<file path="src/design/rational_arithmetic_unit_macros.svh">
// assertion macros for the rational arithmetic unit
`ifndef RATIONAL_ARITHMETIC_UNIT_MACROS_SVH
`define RATIONAL_ARITHMETIC_UNIT_MACROS_SVH
`define RAU_ASSERT_IMPL(lbl, clk, rst_n, ante, cons) \
    lbl: assert property (@(posedge clk) disable iff (!rst_n) (ante) |-> (cons)) \
        else $error("assertion failed");
`define RAU_ASSERT_NEXT(lbl, clk, rst_n, ante, cons) \
    lbl: assert property (@(posedge clk) disable iff (!rst_n) (ante) |=> (cons)) \
        else $error("assertion failed");
`endif

</file>
<file path="src/design/rau_pkg.sv">
// types and constants shared by the rational arithmetic unit
`default_nettype none
package rau_pkg;
    localparam logic [1:0] K_ADD = 2'd0;
    localparam logic [1:0] K_SUB = 2'd1;
    localparam logic [1:0] K_MUL = 2'd2;
    localparam logic [1:0] K_DIV = 2'd3;

    typedef struct packed {
        logic [1:0]         kind;
        logic signed [31:0] a_num;
        logic signed [31:0] a_den;
        logic signed [31:0] b_num;
        logic signed [31:0] b_den;
    } t_in;

    typedef struct packed {
        logic signed [63:0] res_num;
        logic signed [63:0] res_den;
        logic               error;
    } t_out;

    // unreduced fraction handed from front to back
    typedef struct packed {
        logic [63:0] num;
        logic [63:0] den;
    } t_frac;
endpackage
`default_nettype wire

</file>
<file path="src/design/rau_fifo.sv">
// two-entry queue between front and back
`default_nettype none
module rau_fifo (
    input  wire            i_clk,
    input  wire            i_rst_n,
    input  wire            i_valid,
    output logic           o_ready,
    input  rau_pkg::t_frac i_data,
    output logic           o_valid,
    input  wire            i_ready,
    output rau_pkg::t_frac o_data
);
    rau_pkg::t_frac r_mem [2];
    logic           r_wp, r_rp;
    logic [1:0]     r_cnt;
    logic           w_push, w_pop;

    assign o_ready = (r_cnt != 2'd2);
    assign o_valid = (r_cnt != 2'd0);
    assign o_data  = r_mem[r_rp];
    assign w_push  = i_valid && o_ready;
    assign w_pop   = o_valid && i_ready;

    always_ff @(posedge i_clk) begin
        if (!i_rst_n) begin
            r_wp  <= 1'b0;
            r_rp  <= 1'b0;
            r_cnt <= 2'd0;
        end else begin
            if (w_push) r_wp <= ~r_wp;
            if (w_pop)  r_rp <= ~r_rp;
            r_cnt <= r_cnt + 2'(w_push) - 2'(w_pop);
        end
        if (w_push) r_mem[r_wp] <= i_data;
    end
endmodule
`default_nettype wire

</file>
<file path="config.mk">
export PLATFORM = sky130hd
export DESIGN_NAME = rau_fifo
export DESIGN_NICKNAME = d
export VERILOG_FILES = /design/src/design/rational_arithmetic_unit_macros.svh /design/src/design/rau_pkg.sv /design/src/design/rau_fifo.sv
export SDC_FILE = /design/constraint.sdc
export NUM_CORES = 1
export LEC_CHECK = 0
export ABC_CLOCK_PERIOD_IN_PS = 10870
export BUFFER_PORTS_ARGS = -buffer_cell sky130_fd_sc_hd__buf_2
export CAP_MARGIN = 20
export CORE_ASPECT_RATIO = 1.5
export CORE_MARGIN = 2
export CORE_UTILIZATION = 44
export DETAILED_ROUTE_END_ITERATION = 10
export GPL_TIMING_DRIVEN = 0
export PLACE_DENSITY = 0.69
export SYNTH_ARGS = -nofsm -noshare
export SYNTH_HDL_FRONTEND = slang
export SYNTH_SLANG_ARGS = --single-unit
</file>
<file path="constraint.sdc">
create_clock -name i_clk -period 10.87 [get_ports i_clk]
set_input_delay 2.174 -clock i_clk [delete_from_list [all_inputs] [get_ports i_clk]]
set_output_delay 2.174 -clock i_clk [all_outputs]
set_load 0.05 [all_outputs]
</file>
==> results.json, run 1 <==
{
  "io_pins": 262,
  "synth.top_cells.by_count": "256 x edfxtp_1, 128 x mux2_2, 8 x clkbuf_8",
  "worst_pin_slew_ns": 0.537,
  "synthSimpleGateAreaFrac": 0.00643,
  "postCtsSetupBuffers": 0,
  "clk_pin_slew_ns": 0.07,
  "status": "finished clean",
  "synth-xor-area-share": 0.00275,
  "grt-ovfl-total": 0,
  "cap_violations": 0,
  "relSlewSlack": 0.641,
  "met1_usage": 0.154,
  "hold_viol": 0,
  "drc_errors": 0,
  "nets": 849,
  "yosysMostFrequentCell": "edfxtp_1",
  "ant_nets": 0,
  "power.total_mw": 3.35,
  "fmax_mhz": 249,
  "synth-edff-count": 256,
  "power_density_nw_per_um2": 273,
  "min_path_type": "flip-flop to flip-flop",
  "drtPass1Iterations": 4,
  "cp-end-kind": "primary output",
  "syn_inst": 422,
  "drt_iter0_markers": 175,
  "fin_skew_ns": 0.00925,
  "holdWs_ns": 0.543,
  "vias": 4908,
  "core_region_area_sq_um": 21500,
  "antenna_found_initial": 4,
  "synth_flop_cell": "edfxtp_1",
  "path_class": "flip-flop to primary output",
  "die_area_sq_um": 22900,
  "finalSetupViolations": 0,
  "p_leak_nw": 4.58,
  "grt_use_met2": 0.289,
  "layout-area-overhead-vs-synth_pct": 28.4,
  "drive_above_1_share": 0.617,
  "placementRows": 66,
  "synth_top_family_by_area": "multiplexers",
  "grt_pass1_vias": 5278,
  "synth_seq_cells": 261,
  "synth-compound-area-share": 0.000787,
  "grt_pass1_wl_microns": 27400,
  "gr-max-usage-layer": "met2",
  "async_reset_ff_frac": 0,
  "routed_wirelength_microns": 18500,
  "min_period_over_period": 0.369,
  "grt_start_max_net_pins": 58,
  "synth_top_area_frac": 0.806,
  "synth_top_area_cell": "edfxtp_1",
  "slew_violations": 0,
  "die_y_microns": 184,
  "ctsLongestPathBuffers": 3,
  "clkLatencyLatePin_ns": 0.50,
  "met3_usage": 0.0366,
  "stdcell_count": 1008,
  "period_needed_ns": 4.01,
  "cts_tree": "yes",
  "yosysSeqAreaShare": 0.816,
  "cp-start-kind": "flip-flop",
  "ir_drop_mv": 0.195,
  "synth_fa_ha_area_frac": 0.00262,
  "netlist_area_sq_um": 9540,
  "synth_mux_area_frac": 0.152,
  "wl_per_cell_microns": 18.4,
  "setup-tns-final_ns": 0,
  "start_util": 0.444,
  "place_hpwl_microns": 13100,
  "holdBufCountCts": 0,
  "synthTopCellsByArea": "edfxtp_1 81%, mux2_2 15%, clkbuf_8 1.2%, dfxtp_1 1.0%, buf_6 0.71%",
  "via_per_inst": 4.87,
  "cts_resized": 0,
  "path_max_fanout": 10,
  "place.gp.congestion": 0.726,
  "cts_inserted_buffers": 24,
  "grt_use_total": 0.152,
  "avgSynthCellArea_sq_um": 22.6,
  "port_buffers": 261,
  "nFillCells": 1687,
  "synth.distinct_cells": 17,
  "worst_ep_arrival_time_ns": 1.84,
  "htree_levels": 1,
  "critPathRequiredTime_ns": 8.70,
  "rsz0062_at_grt": "false",
  "clock-sinks": 261,
  "die_w_microns": 124,
  "synth_nets": 556,
  "ctsRootBufferMaster": "clkbuf_16",
  "yosys_warnings": 0,
  "place_inst": 961
}
==> routing by layer <==
| metal | up-vias | share of wire |
|---|---|---|
| li1 | 2269 | - |
| met1 | 2394 | 0.34 |
| met2 | 186 | 0.55 |
| met3 | 57 | 0.061 |
| met4 | 2 | 0.044 |
| met5 | - | 0.00070 |
==> worst paths after layout <==
check	slack, ns	cells after the start	start	to
setup / recovery	6.86	4	flip-flop	o_data[46]
hold / removal	0.54	2	r_rp$_SDFFE_PN0P_	flip-flop
setup reg to reg	8.86	5	r_cnt[0]$_SDFF_PN0_	r_mem[0][102]$_DFFE_PP_
hold reg to reg	0.54	2	r_rp$_SDFFE_PN0P_	flip-flop
==> worst max-delay path, stage by stage (launching register included) <==
cell      delay, ns
dfxtp_1        0.35
buf_6          0.20
clkbuf_8       0.20
mux2_2         0.36
buf_2          0.22
==> registers in the layout, summed over array words and instances (netlist names), named ones only <==
register and count:
r_rp 1, r_mem 256, r_cnt 2, r_wp 1
==> stage by stage <==
step,setup WS (ns),utilization,cell area (sq um)
after floorplan,2.64,-,9540
after global placement,0.0984,0.521,11200
after detailed placement,7.12,0.528,11300
after CTS,6.81,0.570,12200
after global routing,6.76,0.570,12200
final,6.86,0.570,12200
==> cell usage in the layout, fill, tap and decap left out, drive strengths merged, types with 2 or more instances in the layout <==
master and count:
diode 3, clkbuf 35, inv 2, nor2b 2, bufinv 6, ha 2
edfxtp 256, xnor2 3, clkinv 8, nand2b 2, clkinvlp 2, dfxtp 5
nand2 2, mux2 128, and2 2, buf 273
==> cell type report <==
cell class | instances | area (sq um) | area share
Antenna cell | 3 | 7.51 | 0.000613
Buffer | 14 | 178 | 0.0145
Multi-Input combinational cell | 146 | 1580 | 0.129
Clock inverter | 17 | 250 | 0.0204
Tap cell | 272 | 340 | 0.0278
Timing Repair Buffer | 267 | 1440 | 0.118
Clock buffer | 27 | 653 | 0.0533
Inverter | 1 | 3.75 | 0.000307
Sequential cell | 261 | 7790 | 0.636
==> power by group <==
part / switching (mW) / total, mW / internal [mW] / leakage, nW
sequential: 0.0315 / 1.29 / 1.26 / 2.43
combinational: 0.797 / 1.13 / 0.332 / 1.71
clock: 0.349 / 0.926 / 0.577 / 0.435
total: 1.18 / 3.35 / 2.17 / 4.58
==> cells by family after synthesis <==
group | Yosys count
DFF | 261
muxes | 129
buffers and inverters | 15
and+or+nand+nor | 11
xor gates and xnor gates | 3
adders and majority gates | 2
AOI/OAI and AO/OA | 1
No activity file was read; power rests on OpenSTA's default activity.
==> run 2: changes to the inputs <==
ABC_CLOCK_PERIOD_IN_PS = 3800   (was 10870)
clock period = 3.8 ns   (was 10.87 ns; I/O delays follow)
==> results.json, run 2 (same netlist as run 1, synthesis figures left out) <==
{
  "cts_inserted_buffers": 24,
  "min_path_type": "input pin to flip-flop",
  "diodes": 0,
  "finalSetupViolations": 0,
  "cp-start-kind": "flip-flop",
  "p_int_mw": 5.99,
  "ctsRootBufferMaster": "clkbuf_16",
  "path_cells": "buf_6 -> clkbuf_8 -> mux2_2 -> buf_2",
  "place_hpwl_microns": 12800,
  "nets": 848,
  "path_max_fanout": 10,
  "grt_start_max_net_pins": 66,
  "clkLatencyLatePin_ns": 0.51,
  "cts_resized": 0,
  "nFillCells": 1655,
  "status": "finished clean",
  "reg2reg_from": "r_cnt[0]$_SDFF_PN0_",
  "die_area_sq_um": 22900,
  "drc_errors": 0,
  "fin_skew_ns": 0.00789,
  "rsz0062_at_grt": "false",
  "layout.cells.most_common": "buf_2",
  "drive_above_1_share": 0.608,
  "grt_pass1_vias": 5291,
  "die_w_microns": 124,
  "place.gp.congestion": 0.735,
  "min_period_over_period": 0.696,
  "ant_nets": 0,
  "power_frac_seq": 0.397,
  "routed_wirelength_microns": 18100,
  "ir_drop_mv": 0.477,
  "cap_violations": 0,
  "power_density_nw_per_um2": 769,
  "grt-ovfl-total": 0,
  "critPathMaxStageDelay_ns": 0.37,
  "ctsLongestPathBuffers": 3,
  "fmax_mhz": 378,
  "comb_power_share": 0.345,
  "grt_pass1_wl_microns": 27100,
  "switchingPower_mw": 3.33,
  "fin_util": 0.564,
  "cts_tree": "yes",
  "vias": 4920,
  "period_needed_ns": 2.64,
  "critPathRequiredTime_ns": 3.04,
  "postCtsSetupBuffers": 0,
  "hp-start": "i_data[75]",
  "largest-register": "r_mem",
  "worst_pin_slew_ns": 0.923,
  "start_util": 0.444,
  "slew_violations": 0,
  "layout-area-overhead-vs-synth_pct": 26.9,
  "grt_use_total": 0.150,
  "core_region_area_sq_um": 21500,
  "clk_pin_slew_ns": 0.06,
  "via_per_inst": 4.90,
  "io_pins": 262,
  "hold_viol": 0,
  "drtPass1Iterations": 4,
  "holdBufCountCts": 0,
  "htree_levels": 1,
  "cp-end-kind": "primary output",
  "reg_top3": "r_mem x256, r_cnt x2",
  "p_clk_frac": 0.258,
  "swShare": 0.358,
  "wl_per_cell_microns": 18.0,
  "port_buffers": 261,
  "clock-sinks": 261,
  "die_y_microns": 184,
  "crit_slowest_cell": "dfxtp_1",
  "path_class": "flip-flop to primary output",
  "worst_ep_arrival_time_ns": 1.88,
  "p_leak_nw": 4.52,
  "final_cell_mix": "261 x buf_2, 256 x edfxtp_1, 128 x mux2_2",
  "power.total_mw": 9.32,
  "drt_iter0_markers": 254,
  "antenna_found_initial": 0,
  "largest_register_ff_count": 256,
  "placementRows": 66,
  "relSlewSlack": 0.385,
  "r2r_slack_ns": 1.69
}
run 2: through the flow:
stage	setup TNS (ns)	hold WS, ns	instance area, sq um	worst slack (ns)	instances
after floorplan	0	0.488	9550	0.410	422
after global placement	-37.79	0.498	11200	-0.307	955
after detailed placement	0	0.521	11300	1.35	960
after CTS	0	0.410	12100	1.11	1004
after global routing	0	0.410	12100	1.08	1004
final	0	0.436	12100	1.16	1004
run 2: critical path, delay by kind of cell, from the launching register on:
kind,cells,cell delay (ns)
buffers and inverters,3,0.64
DFF,1,0.37
muxes,1,0.35
run 2: layout make-up:
class | instances | area (sq um) | share of cell area
multi-input combinational | 146 | 1580 | 0.131
clock buffer | 34 | 669 | 0.0553
sequential | 261 | 7790 | 0.643
clock inverter | 10 | 126 | 0.0104
inverter | 1 | 3.75 | 0.000310
buffer | 14 | 178 | 0.0147
timing repair buffer | 266 | 1420 | 0.117
tap | 272 | 340 | 0.0281
run 2: metal layers:
metal,up-vias,wire length (microns),part of all wire,track usage
li1,2263,-,-,-
met1,2428,6090,0.34,0.150
met2,185,10300,0.57,0.297
met3,44,1050,0.058,0.0299
met4,0,650,0.036,0.0629
met5,-,0,0,0
run 2: final timing paths:
kind,end,cells after the start
min reg2reg,flip-flop,2
max reg2reg,r_mem[1][72]$_DFFE_PP_,3
min,r_mem[1][75]$_DFFE_PP_,1
max,o_data[96],4
run 2: power groups by stage:
| stage | clock network [mW] | registers (mW) | logic (mW) |
|---|---|---|---|
| 4_1_cts | 2.46 | 3.70 | 3.25 |
| 6_report | 2.40 | 3.70 | 3.22 |
| 3_3_place_gp | 0 | 3.78 | 3.14 |
| 5_1_grt | 2.55 | 3.73 | 3.36 |
| 3_5_place_dp | 0 | 3.76 | 3.24 |
| 2_1_floorplan | 0 | 3.75 | 2.49 |
==> run 3: changes to the inputs <==
ABC_CLOCK_PERIOD_IN_PS = 2600   (was 3800)
clock period = 2.6 ns   (was 3.8 ns; I/O delays follow)
==> results.json, run 3 (same netlist as run 1, synthesis figures left out) <==
{
  "layout.cells.most_common": "buf_2",
  "grt_pass1_vias": 5387,
  "ant_nets": 0,
  "reg2reg_from": "r_cnt[0]$_SDFF_PN0_",
  "route.met3.wl_microns": 1110,
  "drive_above_1_share": 0.616,
  "grt-ovfl-total": 0,
  "slew_violations": 0,
  "r2r_slack_ns": 0.56,
  "swShare": 0.361,
  "reg_top3": "r_mem x256, r_cnt x2",
  "drtPass1Iterations": 4,
  "ctsLongestPathBuffers": 3,
  "worst_ep_arrival_time_ns": 1.86,
  "switchingPower_mw": 4.89,
  "finalSetupViolations": 0,
  "comb_power_share": 0.348,
  "stdcell_count": 1010,
  "worst_pin_slew_ns": 0.946,
  "drt_iter0_markers": 250,
  "r2r_cells": 3,
  "start_util": 0.444,
  "fin_skew_ns": 0.00638,
  "vias": 4960,
  "period_needed_ns": 2.38,
  "min_period_over_period": 0.914,
  "die_area_sq_um": 22900,
  "setup-tns-final_ns": 0,
  "fmax_mhz": 421,
  "p_clk_frac": 0.253,
  "core_region_area_sq_um": 21500,
  "place_inst": 960,
  "placementRows": 66,
  "ctsRootBufferMaster": "clkbuf_16",
  "die_w_microns": 124,
  "io_pins": 262,
  "clkLatencyLatePin_ns": 0.51,
  "grt_start_max_net_pins": 66,
  "highest_layer": "met5",
  "critPathRequiredTime_ns": 2.08,
  "largest_register_ff_count": 256,
  "cap_violations": 0,
  "final_cell_mix": "261 x buf_2, 256 x edfxtp_1, 128 x mux2_2",
  "cp-end-kind": "primary output",
  "clk_pin_slew_ns": 0.07,
  "p_int_mw": 8.67,
  "place_hpwl_microns": 13200,
  "wl_per_cell_microns": 18.5,
  "rsz0062_at_grt": "false",
  "drc_errors": 0,
  "p_leak_nw": 4.53,
  "htree_levels": 1,
  "power_frac_seq": 0.399,
  "wl_met2_microns": 10300,
  "path_class": "flip-flop to primary output",
  "endpoint": "o_data[42]",
  "grt_pass1_wl_microns": 27700,
  "clock-sinks": 261,
  "r2r_end": "r_mem[1][102]$_DFFE_PP_",
  "die_y_microns": 184,
  "antenna_found_initial": 8,
  "ir_drop_mv": 0.710,
  "nets": 848,
  "grt_use_total": 0.154,
  "layout-area-overhead-vs-synth_pct": 27.2,
  "nFillCells": 1692,
  "via_per_inst": 4.91,
  "min_path_type": "input pin to flip-flop",
  "largest-register": "r_mem",
  "relSlewSlack": 0.370,
  "wl_met1_microns": 6280,
  "routed_wirelength_microns": 18700,
  "cts_inserted_buffers": 24,
  "postCtsSetupBuffers": 0,
  "path_max_fanout": 10,
  "power_density_nw_per_um2": 1120,
  "cts_tree": "yes",
  "cts_resized": 0,
  "holdBufCountCts": 0,
  "hold_viol": 0,
  "port_buffers": 261,
  "place.gp.congestion": 0.755,
  "cp-start-kind": "flip-flop",
  "status": "finished clean"
}
==> run 3: power by group through the flow <==
stage / registers, mW / clock network, mW / logic, mW
2_1_floorplan: 5.49 / 0 / 3.66
3_3_place_gp: 5.53 / 0 / 4.61
3_5_place_dp: 5.51 / 0 / 4.77
4_1_cts: 5.42 / 3.52 / 4.78
5_1_grt: 5.46 / 3.68 / 4.94
6_report: 5.41 / 3.43 / 4.72
==> run 3: worst max-delay path: stages, from the launching register on <==
cell	delay (ns)
dfxtp_1	0.35
buf_6	0.21
clkbuf_8	0.21
mux2_2	0.35
buf_2	0.21
==> run 3: cell type report <==
class | instances | area, sq um | share of cell area
multi-input cells | 146 | 1600 | 0.132
inverters | 1 | 3.75 | 0.000309
diodes | 7 | 17.5 | 0.00144
clock buffers | 36 | 717 | 0.0591
repair buffers | 266 | 1420 | 0.117
clock inverters | 7 | 66.3 | 0.00547
plain buffers | 14 | 178 | 0.0146
well taps | 272 | 340 | 0.0281
flip-flops and latches | 261 | 7790 | 0.642
==> run 3: how the worst min path moves through the flow <==
stage                 startpoint                endpoint  slack, ns  cells after the start
2_1_floorplan  r_wp$_SDFFE_PN0N_       r_wp$_SDFFE_PN0N_       0.49                      2
3_3_place_gp   r_wp$_SDFFE_PN0N_       r_wp$_SDFFE_PN0N_       0.50                      2
3_5_place_dp   r_rp$_SDFFE_PN0P_               flip-flop       0.55                      2
4_1_cts               i_data[70]  r_mem[0][70]$_DFFE_PP_       0.17                      1
5_1_grt               i_data[51]  r_mem[0][51]$_DFFE_PP_       0.17                      1
6_report              i_data[83]  r_mem[1][83]$_DFFE_PP_       0.20                      1
==> run 3: per-stage QoR <==
| stage | total power, mW | utilization | hold slack, ns | setup WS, ns | instance area [sq um] |
|---|---|---|---|---|---|
| floorplan | 9.15 | - | 0.487 | -0.373 | 9570 |
| global placement | 10.1 | 0.522 | 0.502 | -1.26 | 11200 |
| detailed placement | 10.3 | 0.528 | 0.545 | 0.331 | 11300 |
| CTS | 13.7 | 0.564 | 0.170 | 0.175 | 12100 |
| global route | 14.1 | 0.565 | 0.174 | 0.143 | 12100 |
| finish | 13.6 | 0.565 | 0.197 | 0.223 | 12100 |
==> run 3: routing by layer <==
layer	vias up	track usage
met4	2	0.0903
li1	2275	-
met2	169	0.288
met5	-	0
met3	64	0.0357
met1	2450	0.155
